**config.mk**
```make
export PLATFORM = sky130hd
export DESIGN_NAME = chunked_transfer_receiver
export DESIGN_NICKNAME = d
export VERILOG_FILES = /design/src/hdl/ctr_pkg.sv /design/src/hdl/chunked_transfer_receiver.sv /design/src/hdl/ctr_front.sv /design/src/hdl/ctr_fifo.sv /design/src/hdl/ctr_back.sv
export SDC_FILE = /design/constraint.sdc
export NUM_CORES = 1
export LEC_CHECK = 0
export ABC_AREA = 1
export BUFFER_PORTS_ARGS = -buffer_cell sky130_fd_sc_hd__buf_4
export CAP_MARGIN = 0
export CELL_PAD_IN_SITES_DETAIL_PLACEMENT = 0
export CELL_PAD_IN_SITES_GLOBAL_PLACEMENT = 1
export CORE_AREA = 10 10 220 222
export CTS_CLUSTER_DIAMETER = 60
export DETAILED_ROUTE_END_ITERATION = 10
export DIE_AREA = 0 0 230 232
export PLACE_DENSITY = 0.8
export SKIP_LAST_GASP = 1
export SLEW_MARGIN = 25
export SYNTH_ARGS = -nofsm -noshare
export SYNTH_HDL_FRONTEND = slang
export SYNTH_HIERARCHICAL = 1
export SYNTH_SLANG_ARGS = --single-unit
export TNS_END_PERCENT = 5
```
**constraint.sdc**
```tcl
create_clock -name i_clk -period 5.8 [get_ports i_clk]
set_input_delay 1.16 -clock i_clk [delete_from_list [all_inputs] [get_ports i_clk]]
set_output_delay 1.16 -clock i_clk [all_outputs]
set_load 0.02 [all_outputs]
```
**src/hdl/ctr_pkg.sv**
```systemverilog
package ctr_pkg;

    // input kinds
    localparam logic [1:0] KIND_START = 2'd0;
    localparam logic [1:0] KIND_BYTE  = 2'd1;
    localparam logic [1:0] KIND_TICK  = 2'd2;

    // result events
    localparam logic [1:0] EV_SEND = 2'd0;
    localparam logic [1:0] EV_DATA = 2'd1;
    localparam logic [1:0] EV_DONE = 2'd2;
    localparam logic [1:0] EV_FAIL = 2'd3;

    // error codes
    localparam logic [2:0] ERR_NONE     = 3'd0;
    localparam logic [2:0] ERR_TIMEOUT  = 3'd1;
    localparam logic [2:0] ERR_SIGNAL   = 3'd2;
    localparam logic [2:0] ERR_LONG     = 3'd3;
    localparam logic [2:0] ERR_OVERFLOW = 3'd4;

    // protocol phases
    localparam logic [2:0] PH_IDLE    = 3'd0;
    localparam logic [2:0] PH_SYN     = 3'd1;
    localparam logic [2:0] PH_HEADER  = 3'd2;
    localparam logic [2:0] PH_PAYLOAD = 3'd3;
    localparam logic [2:0] PH_HANGUP  = 3'd4;

    // configuration register indexes
    localparam logic [2:0] REG_SYN_CODE      = 3'd0;
    localparam logic [2:0] REG_ACK_CODE      = 3'd1;
    localparam logic [2:0] REG_HANGUP_CODE   = 3'd2;
    localparam logic [2:0] REG_RETRY_LIMIT   = 3'd3;
    localparam logic [2:0] REG_TIMEOUT_TICKS = 3'd4;
    localparam logic [2:0] REG_MAX_PAYLOAD   = 3'd5;
    localparam logic [2:0] REG_CAPACITY      = 3'd6;

    localparam logic [1:0] HDR_LAST = 2'd3;

    typedef struct packed {
        logic [7:0]  syn_code;
        logic [7:0]  ack_code;
        logic [7:0]  hangup_code;
        logic [7:0]  retry_limit;
        logic [15:0] timeout_ticks;
        logic [15:0] max_payload;
        logic [15:0] capacity;
    } t_cfg;

    // one queue entry: a result, optionally followed by an ACK request
    typedef struct packed {
        logic [1:0]  event_res;
        logic [7:0]  value;
        logic [15:0] offset;
        logic [15:0] total_len;
        logic [2:0]  error_code;
        logic        ack_after;
    } t_entry;

endpackage

```
**src/hdl/chunked_transfer_receiver.sv**
```systemverilog
// Channel   Dir  Handshake             tdata                         tuser
// s (in)    in   i_s_tvalid/o_s_tready rx_byte[7:0]                  kind[1:0]
// m (out)   out  o_m_tvalid/i_m_tready value, offset, total_len, err event_res[1:0]
// cfg       in   i_cfg_we              i_cfg_addr index, i_cfg_wdata value
//
// One input item a cycle while the queue has room; its results come out one a cycle while
// i_m_tready allows, through a QUEUE_DEPTH-entry queue and then an output register.
// A payload byte that closes a frame yields two results: its data, then an ACK request.
// Reset is synchronous, active low, and clears control state and config to defaults.
// o_s_tready drops only when the queue is full; the output side stalls on its own.
module chunked_transfer_receiver #(
    parameter int QUEUE_DEPTH = 4
) (
    input  logic        i_clk,
    input  logic        i_rst_n,
    input  logic        i_s_tvalid,
    output logic        o_s_tready,
    input  logic [7:0]  i_s_tdata,   // [7:0] rx_byte
    input  logic [1:0]  i_s_tuser,   // [1:0] kind
    output logic        o_m_tvalid,
    input  logic        i_m_tready,
    output logic [47:0] o_m_tdata,   // [7:0] value, [23:8] offset, [39:24] total_len,
                                     // [42:40] error_code, [47:43] zero
    output logic [1:0]  o_m_tuser,   // [1:0] event_res
    output logic        o_m_tlast,
    input  logic        i_cfg_we,
    input  logic [2:0]  i_cfg_addr,
    input  logic [15:0] i_cfg_wdata
);

    ctr_pkg::t_cfg   r_cfg;
    ctr_pkg::t_entry front_entry, head;
    logic            push, pop, full, empty;

    always_ff @(posedge i_clk) begin
        if (!i_rst_n) begin
            r_cfg.syn_code      <= 8'd22;
            r_cfg.ack_code      <= 8'd6;
            r_cfg.hangup_code   <= 8'd4;
            r_cfg.retry_limit   <= 8'd3;
            r_cfg.timeout_ticks <= 16'd1000;
            r_cfg.max_payload   <= 16'd256;
            r_cfg.capacity      <= 16'd65535;
        end else if (i_cfg_we) begin
            unique case (i_cfg_addr)
                ctr_pkg::REG_SYN_CODE:      r_cfg.syn_code      <= i_cfg_wdata[7:0];
                ctr_pkg::REG_ACK_CODE:      r_cfg.ack_code      <= i_cfg_wdata[7:0];
                ctr_pkg::REG_HANGUP_CODE:   r_cfg.hangup_code   <= i_cfg_wdata[7:0];
                ctr_pkg::REG_RETRY_LIMIT:   r_cfg.retry_limit   <= i_cfg_wdata[7:0];
                ctr_pkg::REG_TIMEOUT_TICKS: r_cfg.timeout_ticks <= i_cfg_wdata;
                ctr_pkg::REG_MAX_PAYLOAD:   r_cfg.max_payload   <= i_cfg_wdata;
                ctr_pkg::REG_CAPACITY:      r_cfg.capacity      <= i_cfg_wdata;
                default: begin
                end
            endcase
        end
    end

    assign o_s_tready = !full;

    ctr_front u_front (
        .i_clk     (i_clk),
        .i_rst_n   (i_rst_n),
        .i_valid   (i_s_tvalid),
        .i_ready   (o_s_tready),
        .i_kind    (i_s_tuser),
        .i_rx_byte (i_s_tdata),
        .i_cfg     (r_cfg),
        .o_push    (push),
        .o_entry   (front_entry)
    );

    ctr_fifo #(
        .DEPTH (QUEUE_DEPTH)
    ) u_fifo (
        .i_clk   (i_clk),
        .i_rst_n (i_rst_n),
        .i_push  (push),
        .i_data  (front_entry),
        .i_pop   (pop),
        .o_head  (head),
        .o_full  (full),
        .o_empty (empty)
    );

    ctr_back u_back (
        .i_clk      (i_clk),
        .i_rst_n    (i_rst_n),
        .i_head     (head),
        .i_empty    (empty),
        .i_ack_code (r_cfg.ack_code),
        .o_pop      (pop),
        .i_m_tready (i_m_tready),
        .o_m_tvalid (o_m_tvalid),
        .o_m_tuser  (o_m_tuser),
        .o_m_tdata  (o_m_tdata),
        .o_m_tlast  (o_m_tlast)
    );

endmodule

```
**src/hdl/ctr_front.sv**
```systemverilog
module ctr_front (
    input  logic                 i_clk,
    input  logic                 i_rst_n,
    input  logic                 i_valid,
    input  logic                 i_ready,
    input  logic [1:0]           i_kind,
    input  logic [7:0]           i_rx_byte,
    input  ctr_pkg::t_cfg        i_cfg,
    output logic                 o_push,
    output ctr_pkg::t_entry      o_entry
);

    logic [2:0]  r_phase,  n_phase;
    logic [8:0]  r_mis,    n_mis;
    logic [1:0]  r_hidx,   n_hidx;
    logic [15:0] r_frames, n_frames;
    logic [15:0] r_left,   n_left;
    logic [15:0] r_total,  n_total;
    logic [15:0] r_idle,   n_idle;
    logic [7:0]  r_hhb,    n_hhb;

    logic        acc;
    logic [15:0] hword;
    logic [16:0] sum_total;
    logic [15:0] idle_sat;
    logic [15:0] left_m1;

    assign acc       = i_valid && i_ready;
    assign hword     = {r_hhb, i_rx_byte};
    assign sum_total = {1'b0, r_total} + {1'b0, hword};
    assign idle_sat  = (r_idle != 16'hFFFF) ? r_idle + 16'd1 : r_idle;
    assign left_m1   = r_left - 16'd1;

    always_comb begin
        n_phase  = r_phase;
        n_mis    = r_mis;
        n_hidx   = r_hidx;
        n_frames = r_frames;
        n_left   = r_left;
        n_total  = r_total;
        n_idle   = r_idle;
        n_hhb    = r_hhb;
        o_push   = 1'b0;
        o_entry  = '0;
        o_entry.event_res  = ctr_pkg::EV_SEND;
        o_entry.error_code = ctr_pkg::ERR_NONE;

        if (acc) begin
            if (i_kind == ctr_pkg::KIND_START) begin
                // re-arm, dropping any transfer in hand
                n_phase  = ctr_pkg::PH_SYN;
                n_mis    = '0;
                n_hidx   = '0;
                n_frames = '0;
                n_left   = '0;
                n_total  = '0;
                n_idle   = '0;
                n_hhb    = '0;
            end else if (r_phase != ctr_pkg::PH_IDLE) begin
                if (i_kind == ctr_pkg::KIND_BYTE) begin
                    n_idle = '0;
                    unique case (r_phase)
                        ctr_pkg::PH_SYN, ctr_pkg::PH_HANGUP: begin
                            if (r_phase == ctr_pkg::PH_SYN && i_rx_byte == i_cfg.syn_code) begin
                                o_push        = 1'b1;
                                o_entry.value = i_cfg.ack_code;
                                n_phase       = ctr_pkg::PH_HEADER;
                                n_hidx        = '0;
                            end else if (r_phase == ctr_pkg::PH_HANGUP &&
                                         i_rx_byte == i_cfg.hangup_code) begin
                                o_push            = 1'b1;
                                o_entry.event_res = ctr_pkg::EV_DONE;
                                o_entry.total_len = r_total;
                                n_phase           = ctr_pkg::PH_IDLE;
                            end else if (r_mis > {1'b0, i_cfg.retry_limit}) begin
                                o_push             = 1'b1;
                                o_entry.event_res  = ctr_pkg::EV_FAIL;
                                o_entry.error_code = ctr_pkg::ERR_SIGNAL;
                                n_phase            = ctr_pkg::PH_IDLE;
                            end else begin
                                n_mis = r_mis + 9'd1;
                            end
                        end
                        ctr_pkg::PH_HEADER: begin
                            if (r_hidx != ctr_pkg::HDR_LAST) begin
                                n_hidx = r_hidx + 2'd1;
                                if (r_hidx[0]) begin
                                    n_frames = hword;
                                end else begin
                                    n_hhb = i_rx_byte;
                                end
                            end else begin
                                n_hidx = '0;
                                if (hword > i_cfg.max_payload) begin
                                    o_push             = 1'b1;
                                    o_entry.event_res  = ctr_pkg::EV_FAIL;
                                    o_entry.error_code = ctr_pkg::ERR_LONG;
                                    n_phase            = ctr_pkg::PH_IDLE;
                                end else if (sum_total > {1'b0, i_cfg.capacity}) begin
                                    o_push             = 1'b1;
                                    o_entry.event_res  = ctr_pkg::EV_FAIL;
                                    o_entry.error_code = ctr_pkg::ERR_OVERFLOW;
                                    n_phase            = ctr_pkg::PH_IDLE;
                                end else if (hword == 16'd0) begin
                                    // empty frame closes at once
                                    o_push        = 1'b1;
                                    o_entry.value = i_cfg.ack_code;
                                    if (r_frames == 16'd0) begin
                                        n_phase = ctr_pkg::PH_HANGUP;
                                        n_mis   = '0;
                                    end else begin
                                        n_phase = ctr_pkg::PH_HEADER;
                                    end
                                end else begin
                                    n_left  = hword;
                                    n_phase = ctr_pkg::PH_PAYLOAD;
                                end
                            end
                        end
                        ctr_pkg::PH_PAYLOAD: begin
                            o_push            = 1'b1;
                            o_entry.event_res = ctr_pkg::EV_DATA;
                            o_entry.value     = i_rx_byte;
                            o_entry.offset    = r_total;
                            n_total           = r_total + 16'd1;
                            n_left            = left_m1;
                            if (left_m1 == 16'd0) begin
                                o_entry.ack_after = 1'b1;
                                n_hidx            = '0;
                                if (r_frames == 16'd0) begin
                                    n_phase = ctr_pkg::PH_HANGUP;
                                    n_mis   = '0;
                                end else begin
                                    n_phase = ctr_pkg::PH_HEADER;
                                end
                            end
                        end
                        default: begin
                        end
                    endcase
                end else if (i_kind == ctr_pkg::KIND_TICK) begin
                    n_idle = idle_sat;
                    if (idle_sat >= i_cfg.timeout_ticks) begin
                        o_push             = 1'b1;
                        o_entry.event_res  = ctr_pkg::EV_FAIL;
                        o_entry.error_code = ctr_pkg::ERR_TIMEOUT;
                        n_phase            = ctr_pkg::PH_IDLE;
                    end
                end
            end
        end
    end

    always_ff @(posedge i_clk) begin
        if (!i_rst_n) begin
            r_phase  <= ctr_pkg::PH_IDLE;
            r_mis    <= '0;
            r_hidx   <= '0;
            r_frames <= '0;
            r_left   <= '0;
            r_total  <= '0;
            r_idle   <= '0;
            r_hhb    <= '0;
        end else begin
            r_phase  <= n_phase;
            r_mis    <= n_mis;
            r_hidx   <= n_hidx;
            r_frames <= n_frames;
            r_left   <= n_left;
            r_total  <= n_total;
            r_idle   <= n_idle;
            r_hhb    <= n_hhb;
        end
    end

endmodule

```
**src/hdl/ctr_fifo.sv**
```systemverilog
module ctr_fifo #(
    parameter int DEPTH = 4
) (
    input  logic            i_clk,
    input  logic            i_rst_n,
    input  logic            i_push,
    input  ctr_pkg::t_entry i_data,
    input  logic            i_pop,
    output ctr_pkg::t_entry o_head,
    output logic            o_full,
    output logic            o_empty
);

    localparam int AW = $clog2(DEPTH);
    localparam int CW = $clog2(DEPTH + 1);

    ctr_pkg::t_entry r_mem [DEPTH];
    logic [AW-1:0]   r_wr, r_rd;
    logic [CW-1:0]   r_count;

    assign o_full  = (r_count == CW'(DEPTH));
    assign o_empty = (r_count == '0);
    assign o_head  = r_mem[r_rd];

    always_ff @(posedge i_clk) begin
        if (i_push) begin
            r_mem[r_wr] <= i_data;
        end
    end

    always_ff @(posedge i_clk) begin
        if (!i_rst_n) begin
            r_wr    <= '0;
            r_rd    <= '0;
            r_count <= '0;
        end else begin
            if (i_push) begin
                r_wr <= (r_wr == AW'(DEPTH - 1)) ? '0 : r_wr + 1'b1;
            end
            if (i_pop) begin
                r_rd <= (r_rd == AW'(DEPTH - 1)) ? '0 : r_rd + 1'b1;
            end
            if (i_push && !i_pop) begin
                r_count <= r_count + 1'b1;
            end else if (i_pop && !i_push) begin
                r_count <= r_count - 1'b1;
            end
        end
    end

`ifndef SYNTHESIS
    a_count_bound: assert property (@(posedge i_clk) disable iff (!i_rst_n)
        r_count <= CW'(DEPTH))
        else $error("queue count beyond depth");
    a_no_pop_empty: assert property (@(posedge i_clk) disable iff (!i_rst_n)
        i_pop |-> !o_empty)
        else $error("pop from empty queue");
`endif

endmodule

```
**src/hdl/ctr_back.sv**
```systemverilog
module ctr_back (
    input  logic            i_clk,
    input  logic            i_rst_n,
    input  ctr_pkg::t_entry i_head,
    input  logic            i_empty,
    input  logic [7:0]      i_ack_code,
    output logic            o_pop,
    input  logic            i_m_tready,
    output logic            o_m_tvalid,
    output logic [1:0]      o_m_tuser,
    output logic [47:0]     o_m_tdata,
    output logic            o_m_tlast
);

    logic        r_valid, n_valid;
    logic        r_pend,  n_pend;
    logic        r_last,  n_last;
    logic [1:0]  r_ev,    n_ev;
    logic [7:0]  r_val,   n_val;
    logic [15:0] r_off,   n_off;
    logic [15:0] r_tot,   n_tot;
    logic [2:0]  r_err,   n_err;
    logic        load_ok;

    assign load_ok = !r_valid || i_m_tready;

    always_comb begin
        n_valid = r_valid;
        n_pend  = r_pend;
        n_last  = r_last;
        n_ev    = r_ev;
        n_val   = r_val;
        n_off   = r_off;
        n_tot   = r_tot;
        n_err   = r_err;
        o_pop   = 1'b0;
        if (load_ok) begin
            priority if (r_pend) begin
                // trailing ACK request of a frame
                n_valid = 1'b1;
                n_pend  = 1'b0;
                n_last  = 1'b1;
                n_ev    = ctr_pkg::EV_SEND;
                n_val   = i_ack_code;
                n_off   = '0;
                n_tot   = '0;
                n_err   = ctr_pkg::ERR_NONE;
            end else if (!i_empty) begin
                o_pop   = 1'b1;
                n_valid = 1'b1;
                n_pend  = i_head.ack_after;
                n_last  = !i_head.ack_after;
                n_ev    = i_head.event_res;
                n_val   = i_head.value;
                n_off   = i_head.offset;
                n_tot   = i_head.total_len;
                n_err   = i_head.error_code;
            end else begin
                n_valid = 1'b0;
            end
        end
    end

    always_ff @(posedge i_clk) begin
        if (!i_rst_n) begin
            r_valid <= 1'b0;
            r_pend  <= 1'b0;
        end else begin
            r_valid <= n_valid;
            r_pend  <= n_pend;
        end
    end

    always_ff @(posedge i_clk) begin
        r_last <= n_last;
        r_ev   <= n_ev;
        r_val  <= n_val;
        r_off  <= n_off;
        r_tot  <= n_tot;
        r_err  <= n_err;
    end

    assign o_m_tvalid = r_valid;
    assign o_m_tuser  = r_ev;
    assign o_m_tdata  = {5'd0, r_err, r_tot, r_off, r_val};
    assign o_m_tlast  = r_last;

`ifndef SYNTHESIS
    a_pend_has_out: assert property (@(posedge i_clk) disable iff (!i_rst_n)
        r_pend |-> r_valid && !r_last)
        else $error("ACK pending without a held data item");
    a_nonlast_pend: assert property (@(posedge i_clk) disable iff (!i_rst_n)
        (r_valid && !r_last) |-> r_pend)
        else $error("non-final item with no follow-up");
    a_ack_follows: assert property (@(posedge i_clk) disable iff (!i_rst_n)
        (r_pend && i_m_tready) |=> r_valid && r_last && (r_ev == ctr_pkg::EV_SEND))
        else $error("ACK request did not follow the frame's last byte");
`endif

endmodule

```
Yosys cells after proc, flatten, opt, wreduce, memory -nomap -nowiden
Memory sizes are Yosys's and may differ from the RTL's. A register that Yosys moved wholly into a read port is not among the register bits.
Cells that the tools add are included.
- add/sub/neg operators: 10
- $lt $le $gt $ge: 4
- eq/ne operators: 35
- muxes and demuxes: 133
- reductions and logical operators: 46
- operator list (kind ; count):
    $mux 16 ; 27
    $mux 46 ; 3
    $mux 9 ; 12
    $mux 8 ; 12
    $mux 3 ; 23
    $logic_not 16->1 ; 3
    $mux 2 ; 20
    $mux 40 ; 1
    $add 16x1->16 const B ; 2
    $pmux 16 s2 ; 1
    $pmux 10 s3 ; 1
    $pmux 9 s3 ; 1
    $mux 1 ; 26
    $ne 3x2->1 const B ; 7
    $mux 19 ; 1
    $reduce_and 6->1 ; 3
    $add 16x16->17 ; 1
    $gt 17x16->1 ; 1
    $eq 8x8->1 ; 2
    $ge 16x16->1 ; 1
    $gt 16x16->1 ; 1
    $ne 16x16->1 const B ; 1
    $reduce_and 2->1 ; 8
    $reduce_and 8->1 ; 2
    other kinds (33) ; 68
- register bits after elaboration: 221
- RAM bits: 184
- bits of input ports: 34
- output and inout bits: 53
- logic and storage cells: 255
- memories kept: 1
- memories (memory ; words ; bits a word ; rd ports ; clocked after Yosys merged registers in ; write ports ; line ; source):
    u_fifo.r_mem ; 4 ; 46 ; 1 ; 1 ; 1 ; ctr_fifo.sv:17 ; ctr_pkg::t_entry r_mem [DEPTH];

Logic depth before layout (Yosys ltp)
Gate-level depths: netlist of run 1.
- word-level depth: 14
- gate-level depth with buffers: 33

Modules after synthesis
Netlist of run 1, hierarchy kept.
- by module, submodules not included (module ; instances ; cells each ; area each (sq um) ; sequential area each (sq um)):
    ctr_front ; 1 ; 1330 ; 8160.3 ; 1721.7
    ctr_fifo ; 1 ; 504 ; 7280.7 ; 5705.5
    chunked_transfer_receiver ; 1 ; 434 ; 3101.7 ; 1601.5
    ctr_back ; 1 ; 173 ; 1934.4 ; 1421.4

Worst setup path before layout of run 1
Ideal clock, no wire load.
- kind: input-to-reg
- start point: in i_s_tdata[0]
- end point: mem u_fifo/r_mem[0][0] in the netlist's numbering, enable pin
- setup time: 0.400 ns
- data arrival time: 4.682 ns
- slack: 0.717 ns
- stages on the path: 23
- path buffers: 0
- cell sequence: ha_1 -> inv_1 -> fa_1 -> o21ai_2 -> a21oi_2 -> o21bai_1 -> a21oi_1 -> xnor2_1 -> ha_1 -> inv_1 -> nor3_1 -> nand2_1 -> nand2_1 -> nand2_1 -> nand2_1 -> nand2_1 -> nand3_2 -> nand2_1 -> nand4_1 -> nand2_1 -> inv_1 -> nand2_1 -> inv_1
- cells in the longest elaborated chain, start to end: 12
- elaborated cells on any way between the ends: 21
- those cells by class: add/sub: 1; order compare: 2; eq/ne: 2; mux: 13; reduce/logical: 3
- ends and longest elaborated chain (what ; line ; source):
    from (decl) ; chunked_transfer_receiver.sv:18 ; input logic [7:0] i_s_tdata,
    $add 16x16->17 or $logic_not 16->1 (tied branches) ; ctr_front.sv:30, ctr_front.sv:104 ;
    $gt 17x16->1 or $mux 1 (tied branches) ; ctr_front.sv:99, ctr_front.sv:104 ;
    $mux 1 ; ctr_front.sv:99 ; end else if (sum_total > {1'b0, i_cfg.capacity}) begin
    $mux 1 ; ctr_front.sv:94 ; if (hword > i_cfg.max_payload) begin
    $mux 1 ; ctr_front.sv:85 ; if (r_hidx != ctr_pkg::HDR_LAST) begin
    $pmux 1 s3 (*) ; ctr_front.sv:62 ; unique case (r_phase)
    $mux 1 (*) ; ctr_front.sv:60 ; if (i_kind == ctr_pkg::KIND_BYTE) begin
    $mux 1 (*) ; ctr_front.sv:59 ; end else if (r_phase != ctr_pkg::PH_IDLE) begin
    $mux 1 (*) ; ctr_front.sv:49 ; if (i_kind == ctr_pkg::KIND_START) begin
    $mux 1 (*) ; ctr_front.sv:48 ; if (acc) begin
    net push ; chunked_transfer_receiver.sv:33 ; logic push, pop, full, empty;
    $mux 1 (*) ; ctr_fifo.sv:26 ; if (i_push) begin
    $mux 1 (implied by the code) (*) ; ctr_fifo.sv:27 ; r_mem[r_wr] <= i_data;
    to (decl) ; ctr_fifo.sv:17 ;
Mark *: on every way through the listed nets, which the timed path passes. The rest lies on a longest branch.

Worst setup path after layout of run 1
- start point: in i_s_tdata[4]
- end point: reg u_fifo.r_count[1]
- cells in the longest elaborated chain, start to end: 13
- elaborated cells on any way between the ends: 24
- those cells by class: add/sub: 1; order compare: 2; eq/ne: 2; mux: 12; reduce/logical: 7
- ends and longest elaborated chain (what ; line ; source):
    $add 16x16->17 or $logic_not 16->1 (tied branches) ; ctr_front.sv:30, ctr_front.sv:104 ;
    $gt 17x16->1 or $mux 1 (tied branches) ; ctr_front.sv:99, ctr_front.sv:104 ;
    $mux 1 ; ctr_front.sv:99 ;
    $mux 1 ; ctr_front.sv:94 ;
    $mux 1 ; ctr_front.sv:85 ;
    $pmux 1 s3 (*) ; ctr_front.sv:62 ;
    $mux 1 (*) ; ctr_front.sv:60 ;
    $mux 1 (*) ; ctr_front.sv:59 ;
    $mux 1 (*) ; ctr_front.sv:49 ;
    $mux 1 (*) ; ctr_front.sv:48 ;
    net push ; chunked_transfer_receiver.sv:33 ;
    $logic_not 1->1 ; ctr_fifo.sv:45 ; end else if (i_pop && !i_push) begin
    $logic_and 1x1->1 ; ctr_fifo.sv:45 ;
    $reduce_bool 2->1 (no source line) ; - ;
    to (signal assigned) ; ctr_fifo.sv:44 ; r_count <= r_count + 1'b1;
    to (signal assigned) ; ctr_fifo.sv:46 ; r_count <= r_count - 1'b1;
    to (decl) ; ctr_fifo.sv:19 ; logic [CW-1:0] r_count;
Marked as above.
A chain may end at the register's enable or synchronous reset.

==> results of run 1 <==
final cells by class:
class                      instances  area share
multi-input combinational       1659       0.363
inverter                         286      0.0468
clock buffer                      69      0.0600
timing repair buffer             110      0.0381
clock inverter                    18     0.00939
tap                              592      0.0320
sequential                       407       0.451
state kept, by name (all words and copies together) (netlist names), 2 cells and up, named ones only:
name              count
u_front/r_phase       3
u_front/r_mis         9
u_back/r_tot         16
u_front/r_total      16
u_back/r_err          3
u_back/r_off         16
u_fifo/r_wr           2
u_front/r_frames     16
u_front/r_hhb         8
u_front/r_left       16
u_front/r_hidx        2
u_fifo/r_mem        184
u_back/o_m_tuser      2
u_front/r_idle       16
r_cfg                80
u_fifo/r_rd           2
u_back/r_val          8
u_fifo/r_count        3
where the power goes:
part / leakage [nW] / internal [W] / switching, W / total, W
Sequential: 3.77 / 0.00337 / 0.0000859 / 0.00345
Clock: 0.781 / 0.00181 / 0.00121 / 0.00302
Combinational: 5.36 / 0.000561 / 0.00117 / 0.00173
cell families after synthesis:
kind of cell    count (synthesis)  share of synthesized area
fa+ha+maj                      86                     0.0533
xor+xnor                       33                     0.0145
compound gates                359                     0.0958
other cells                     1                   0.000183
buf+inv                       379                     0.0796
simple gates                 1176                      0.246
flops                         407                      0.510
metrics by stage:
step	hold WS (ns)	power, W	instances
2_1_floorplan	0.429	0.00469	2445
3_3_place_gp	0.443	0.00524	3053
3_5_place_dp	0.449	0.00527	3053
4_1_cts	0.463	0.00830	3140
5_1_grt	0.477	0.00862	3141
6_report	0.456	0.00821	3141
critical path, delay by kind of cell:
family / cells / cell delay (ns)
buffers and inverters: 4 / 0.45
and+or+nand+nor: 11 / 1.38
adders and majority gates: 4 / 1.24
AOI/OAI and AO/OA: 6 / 1.19
per-layer routing:
layer | share of wire | GRT usage | routed length, um | vias up
met5 | 0 | 0 | 0 | -
met4 | 0.028 | 0.0715 | 1520 | 0
met3 | 0.062 | 0.0362 | 3330 | 84
met2 | 0.47 | 0.332 | 25200 | 440
met1 | 0.44 | 0.257 | 23700 | 7751
li1 | - | - | - | 8237
final timing paths:
kind	slack (ns)	endpoint	cells after the start
setup / recovery	0.84	u_fifo/r_count[1]	25
hold / removal	0.46	r_cfg[9]	2
setup reg to reg	1.11	u_fifo/r_count[1]	23
hold reg to reg	0.46	r_cfg[9]	2
cell usage in the layout (no fill, tap or decap), drive strengths merged, types with 16 or more instances in the layout:
cell    count
inv       283
xor2       17
clkbuf     69
a21oi     121
ha         84
dfxtp     177
o21ai     154
edfxtp    230
nand4      30
nor2      412
clkinv     16
buf       110
nand2     488
nor3       52
xnor2      16
nand3     168
o22ai      46
==> out/results.tsv, run 1 <==
metric	value	unit
status	completed	
syn_area_per_cell	8.39	um^2
gr-total-overflow	0	
yosys.area.top_type	sky130_fd_sc_hd__edfxtp_1	
diodes	0	
ys.flop_type	sky130_fd_sc_hd__edfxtp_1	
post_dp_cell_area	0.0216	mm^2
final_antenna_net_count	0	
p_leak	9.91	nW
drt_first_pass_iters	5	
timing_max_transition_violations_final	0	
grt_total_usage	0.200	
crit-reg2reg-launch	u_front/r_total[1]	
seq_area	0.0105	mm^2
worst_path_largest_cell_delay	0.41	ns
post-synth-top-area-fraction	0.337	
fp-row-count	77	
relSlewSlack	0.321	
fin_tns_setup	0	ns
drv_cap	0	
post-route-util	0.528	
worst_setup_path_startpoint	i_s_tdata[4]	
initial_antenna_violation_count	0	
cts.hold.buffers_added	0	
tritoncts	yes	
detail_route.wirelength	53.8	mm
min_period	4.96	ns
slowest_stage_cell_cp	sky130_fd_sc_hd__fa_1	
post_place_setup_slack	0.197	ns
dieHeight	232	um
detailroute.via_count	16500	
post_detailed_route_via_to_cell_ratio	5.26	
unrepaired_setup_endpoints_after_global_routing	no	
grt_start_max_net_pins	104	
io_pins	87	
clk_pin_slew_worst_paths	0.06	ns
multiInputGateArea	0.00841	mm^2
dieWidth	230	um
pwr_density_cell	354	mW/mm^2
cts_sinks	407	
drc	0	
hold_path.startpoint	r_cfg[9]	
synth-edff-count	230	
cp_data_required_time	6.29	ns
cts_inserted_buffers	47	
numPortBuffers	81	
design.final.nets	2631	
postLayoutCellArea	0.0232	mm^2
cts.repair.resized	0	
critPathArrivalTime	5.45	ns
final.fill_count	4178	
grt_pass1_wl	85.6	mm
peakVddDrop	247	uV
syn_area	0.0205	mm^2
buffer_depth_of_the_longest_clock_path	3	
worstMarginPinSlew	1.02	ns
fin_worst_skew	0.0222	ns
post_synth_most_frequent_cells	479 x sky130_fd_sc_hd__nand2_1, 379 x sky130_fd_sc_hd__nor2_1, 271 x sky130_fd_sc_hd__inv_1, 230 x sky130_fd_sc_hd__edfxtp_1, 177 x sky130_fd_sc_hd__dfxtp_1	
grt_pass1_vias	15700	
root_buffer	sky130_fd_sc_hd__clkbuf_16	
setup-violations-final	0	
crit_path_max_fanout	6	
floorplan.die_area	0.0534	mm^2
critical_path_class	in2reg	
cts.htree.levels	2	
max_freq	202	MHz
report.final.hold_viol_count	0	
floorplan.core_area	0.0439	mm^2
synth.yosys.seq_area_share	0.510	
crit_path_frequent_cell	sky130_fd_sc_hd__nand2_1	
worst_setup_path_end_kind	flip-flop	
post-cts-setup-buffers	0	
routabilityCongestion	0.892	
post_synth_num_cell_types	55	
hpwlAfterDp	37.0	mm
yosys_warnings	6	
detail_route.iter0.violations	1061	
layout-drive-gt1-share	0.102	
clkLatencyLatePin	0.60	ns
yosysMostFrequentCell	sky130_fd_sc_hd__nand2_1	
floorplan.initialDensity	0.466	
post_drt_wl_per_cell	17.1	um
async_reset_ff_frac	0	
post_synth_main_area_contributors	sky130_fd_sc_hd__edfxtp_1 34%, sky130_fd_sc_hd__dfxtp_1 17%, sky130_fd_sc_hd__nand2_1 8.8%	
finalWorstSetupSlack	0.843	ns
final_period_util	0.855	
ys_seq_elements	407	
syn_inst	2441	
worstHoldPathType	reg2reg	
crit_path_start_kind	input port	
flow.area_growth_from_synthesis	13.2	%
Note: power is estimated with default switching activity, not from simulation.
==> run 2: changes to the inputs <==
--- a/config.mk
+++ b/config.mk
@@ -6,7 +6,7 @@
 export NUM_CORES = 1
 export LEC_CHECK = 0
 export ABC_AREA = 1
-export BUFFER_PORTS_ARGS = -buffer_cell sky130_fd_sc_hd__buf_4
+export BUFFER_PORTS_ARGS = -buffer_cell sky130_fd_sc_hd__clkbuf_2
 export CAP_MARGIN = 0
 export CELL_PAD_IN_SITES_DETAIL_PLACEMENT = 0
 export CELL_PAD_IN_SITES_GLOBAL_PLACEMENT = 1
==> out/results.tsv, run 2 (same netlist as run 1, synthesis figures left out) <==
metric	value	unit	change
grt_pass1_vias	15800		was 15700
hpwlAfterDp	37.7	mm	was 37.0 mm
p_leak	9.81	nW	was 9.91 nW
worstMarginPinSlew	1.05	ns	was 1.02 ns
hold_ws	0.453	ns	was 0.456 ns
peakVddDrop	251	uV	was 247 uV
detail_route.iter0.violations	1271		was 1061
hold_depth	2		unchanged
regToRegEndpoint	u_fifo/r_count[2]		was u_fifo/r_count[1]
cp_data_required_time	6.29	ns	about the same
layout-drive-gt1-share	0.100		was 0.102
clkLatencyLatePin	0.61	ns	was 0.60 ns
diodes	0		unchanged
crit_path_max_fanout	7		was 6
max_freq	199	MHz	was 202 MHz
numPortBuffers	81		unchanged
fin_tns_setup	0	ns	unchanged
layout_common_cells	479 x sky130_fd_sc_hd__nand2_1, 379 x sky130_fd_sc_hd__nor2_1, 265 x sky130_fd_sc_hd__inv_1		was 479 x sky130_fd_sc_hd__nand2_1, 379 x sky130_fd_sc_hd__nor2_1, 266 x sky130_fd_sc_hd__inv_1
root_buffer	sky130_fd_sc_hd__clkbuf_16		unchanged
detailroute.via_count	16500		about the same
cts_inserted_buffers	47		unchanged
crit-reg2reg-launch	u_front/r_idle[0]		was u_front/r_total[1]
drt_first_pass_iters	7		was 5
worst_setup_path_end_kind	flip-flop		unchanged
crit_path_end	u_fifo/r_count[1]		unchanged
floorplan.die_area	0.0534	mm^2	unchanged
cts_sinks	407		unchanged
setup-violations-final	0		unchanged
reg2reg_depth	29		was 23
fin_worst_skew	0.0344	ns	was 0.0222 ns
worstHoldPathType	reg2reg		unchanged
grt_pass1_wl	85.7	mm	was 85.6 mm
cts.hold.buffers_added	0		unchanged
report.final.hold_viol_count	0		unchanged
mostFrequentLayoutCell	sky130_fd_sc_hd__nand2_1		unchanged
relSlewSlack	0.295		was 0.321
final_antenna_net_count	0		unchanged
flow.area_growth_from_synthesis	11.9	%	was 13.2%
detail_route.wirelength	53.7	mm	was 53.8 mm
layout_top_registers	u_fifo/r_mem: 184 flops, r_cfg: 80 flops		unchanged
final_period_util	0.867		was 0.855
post_drt_wl_per_cell	17.1	um	about the same
tritoncts	yes		unchanged
worst_setup_path_startpoint	i_s_tdata[1]		was i_s_tdata[4]
dieHeight	232	um	unchanged
clk_pin_slew_worst_paths	0.06	ns	about the same
io_pins	87		unchanged
unrepaired_setup_endpoints_after_global_routing	no		unchanged
fp-row-count	77		unchanged
min_period	5.03	ns	was 4.96 ns
floorplan.core_area	0.0439	mm^2	unchanged
largest_register_ffs	184		unchanged
crit_path_start_kind	input port		unchanged
cts.htree.levels	2		unchanged
top_usage_layer	met2		unchanged
status	completed		unchanged
cts.repair.resized	0		unchanged
dieWidth	230	um	unchanged
routabilityCongestion	0.921		was 0.892
global_route.usage.met3	0.0428		was 0.0362
grt_total_usage	0.199		was 0.200
final.fill_count	4214		was 4178
pwr_density_cell	351	mW/mm^2	was 354 mW/mm^2
critical_path_class	in2reg		unchanged
timing_max_transition_violations_final	0		unchanged
floorplan.initialDensity	0.466		unchanged
post_detailed_route_via_to_cell_ratio	5.26		about the same
design.final.nets	2629		was 2631
gr-total-overflow	0		unchanged
drc	0		unchanged
buffer_depth_of_the_longest_clock_path	3		unchanged
grt_start_max_net_pins	92		was 104
largest_register	u_fifo/r_mem		unchanged
critPathArrivalTime	5.52	ns	was 5.45 ns
post-cts-setup-buffers	0		unchanged
initial_antenna_violation_count	0		unchanged
globalRouteMet1Util	0.258		was 0.257
drv_cap	0		unchanged
global_route.usage.met2	0.328		was 0.332
r2r_slack	0.98	ns	was 1.11 ns
[run 2: worst min-delay path by stage]
| stage | startpoint | end |
|---|---|---|
| 6_report | r_cfg[11] | r_cfg[11] |
| 5_1_grt | u_front/r_frames[12] | u_front/r_frames[12] |
| 4_1_cts | r_cfg[11] | r_cfg[11] |
| 3_5_place_dp | r_cfg[11] | r_cfg[11] |
| 3_3_place_gp | r_cfg[4] | r_cfg[4] |
| 2_1_floorplan | r_cfg[10] | r_cfg[10] |
[run 2: per-stage QoR]
| stage | power [W] | utilization | cells | setup WS (ns) | instance area [um^2] |
|---|---|---|---|---|---|
| 3_3_place_gp | 0.00513 | 0.486 | 3052 | 0.306 | 21400 |
| 2_1_floorplan | 0.00469 | - | 2445 | 0.717 | 20500 |
| 4_1_cts | 0.00814 | 0.521 | 3139 | 0.811 | 22900 |
| 3_5_place_dp | 0.00516 | 0.486 | 3052 | 0.182 | 21400 |
| 6_report | 0.00805 | 0.521 | 3139 | 0.771 | 22900 |
| 5_1_grt | 0.00846 | 0.521 | 3139 | 0.428 | 22900 |
[run 2: worst max-delay path, stage by stage]
cell and delay [ns]:
sky130_fd_sc_hd__clkbuf_2 0.19, sky130_fd_sc_hd__inv_1 0.16, sky130_fd_sc_hd__fa_1 0.49, sky130_fd_sc_hd__o21ai_2 0.24, sky130_fd_sc_hd__a21oi_2 0.12, sky130_fd_sc_hd__o21bai_1 0.21
sky130_fd_sc_hd__a21oi_1 0.13, sky130_fd_sc_hd__o21ai_0 0.20, sky130_fd_sc_hd__xor2_1 0.20, sky130_fd_sc_hd__ha_1 0.27, sky130_fd_sc_hd__a21o_1 0.16, sky130_fd_sc_hd__a21oi_1 0.14
sky130_fd_sc_hd__nand2_1 0.07, sky130_fd_sc_hd__nand2_1 0.18, sky130_fd_sc_hd__nand3_2 0.16, sky130_fd_sc_hd__nand2_1 0.13, sky130_fd_sc_hd__nand4_1 0.08, sky130_fd_sc_hd__nand2_1 0.12
sky130_fd_sc_hd__inv_1 0.12, sky130_fd_sc_hd__ha_1 0.23, sky130_fd_sc_hd__inv_1 0.09, sky130_fd_sc_hd__fa_1 0.42, sky130_fd_sc_hd__o21ai_0 0.17, sky130_fd_sc_hd__nor2_1 0.06
[run 2: cell type report]
type	count	area, um^2	share of cell area
Timing Repair Buffer	108	661	0.0288
Inverter	286	1090	0.0474
Multi-Input combinational cell	1659	8410	0.367
Sequential cell	407	10500	0.456
Clock buffer	57	1230	0.0539
Clock inverter	30	319	0.0139
Tap cell	592	741	0.0323
[run 2: power breakdown]
group	switching [W]	internal, W	total (W)	leakage, nW
clock	0.00125	0.00172	0.00297	0.750
sequential	0.000113	0.00337	0.00348	3.77
combinational	0.00114	0.000457	0.00160	5.29
[run 2: per-layer routing]
metal | vias up | wire, um | part of all wire
met5 | - | 0 | 0
met4 | 0 | 1460 | 0.027
met3 | 93 | 3590 | 0.067
met2 | 435 | 24700 | 0.46
met1 | 7745 | 24000 | 0.45
li1 | 8238 | - | -
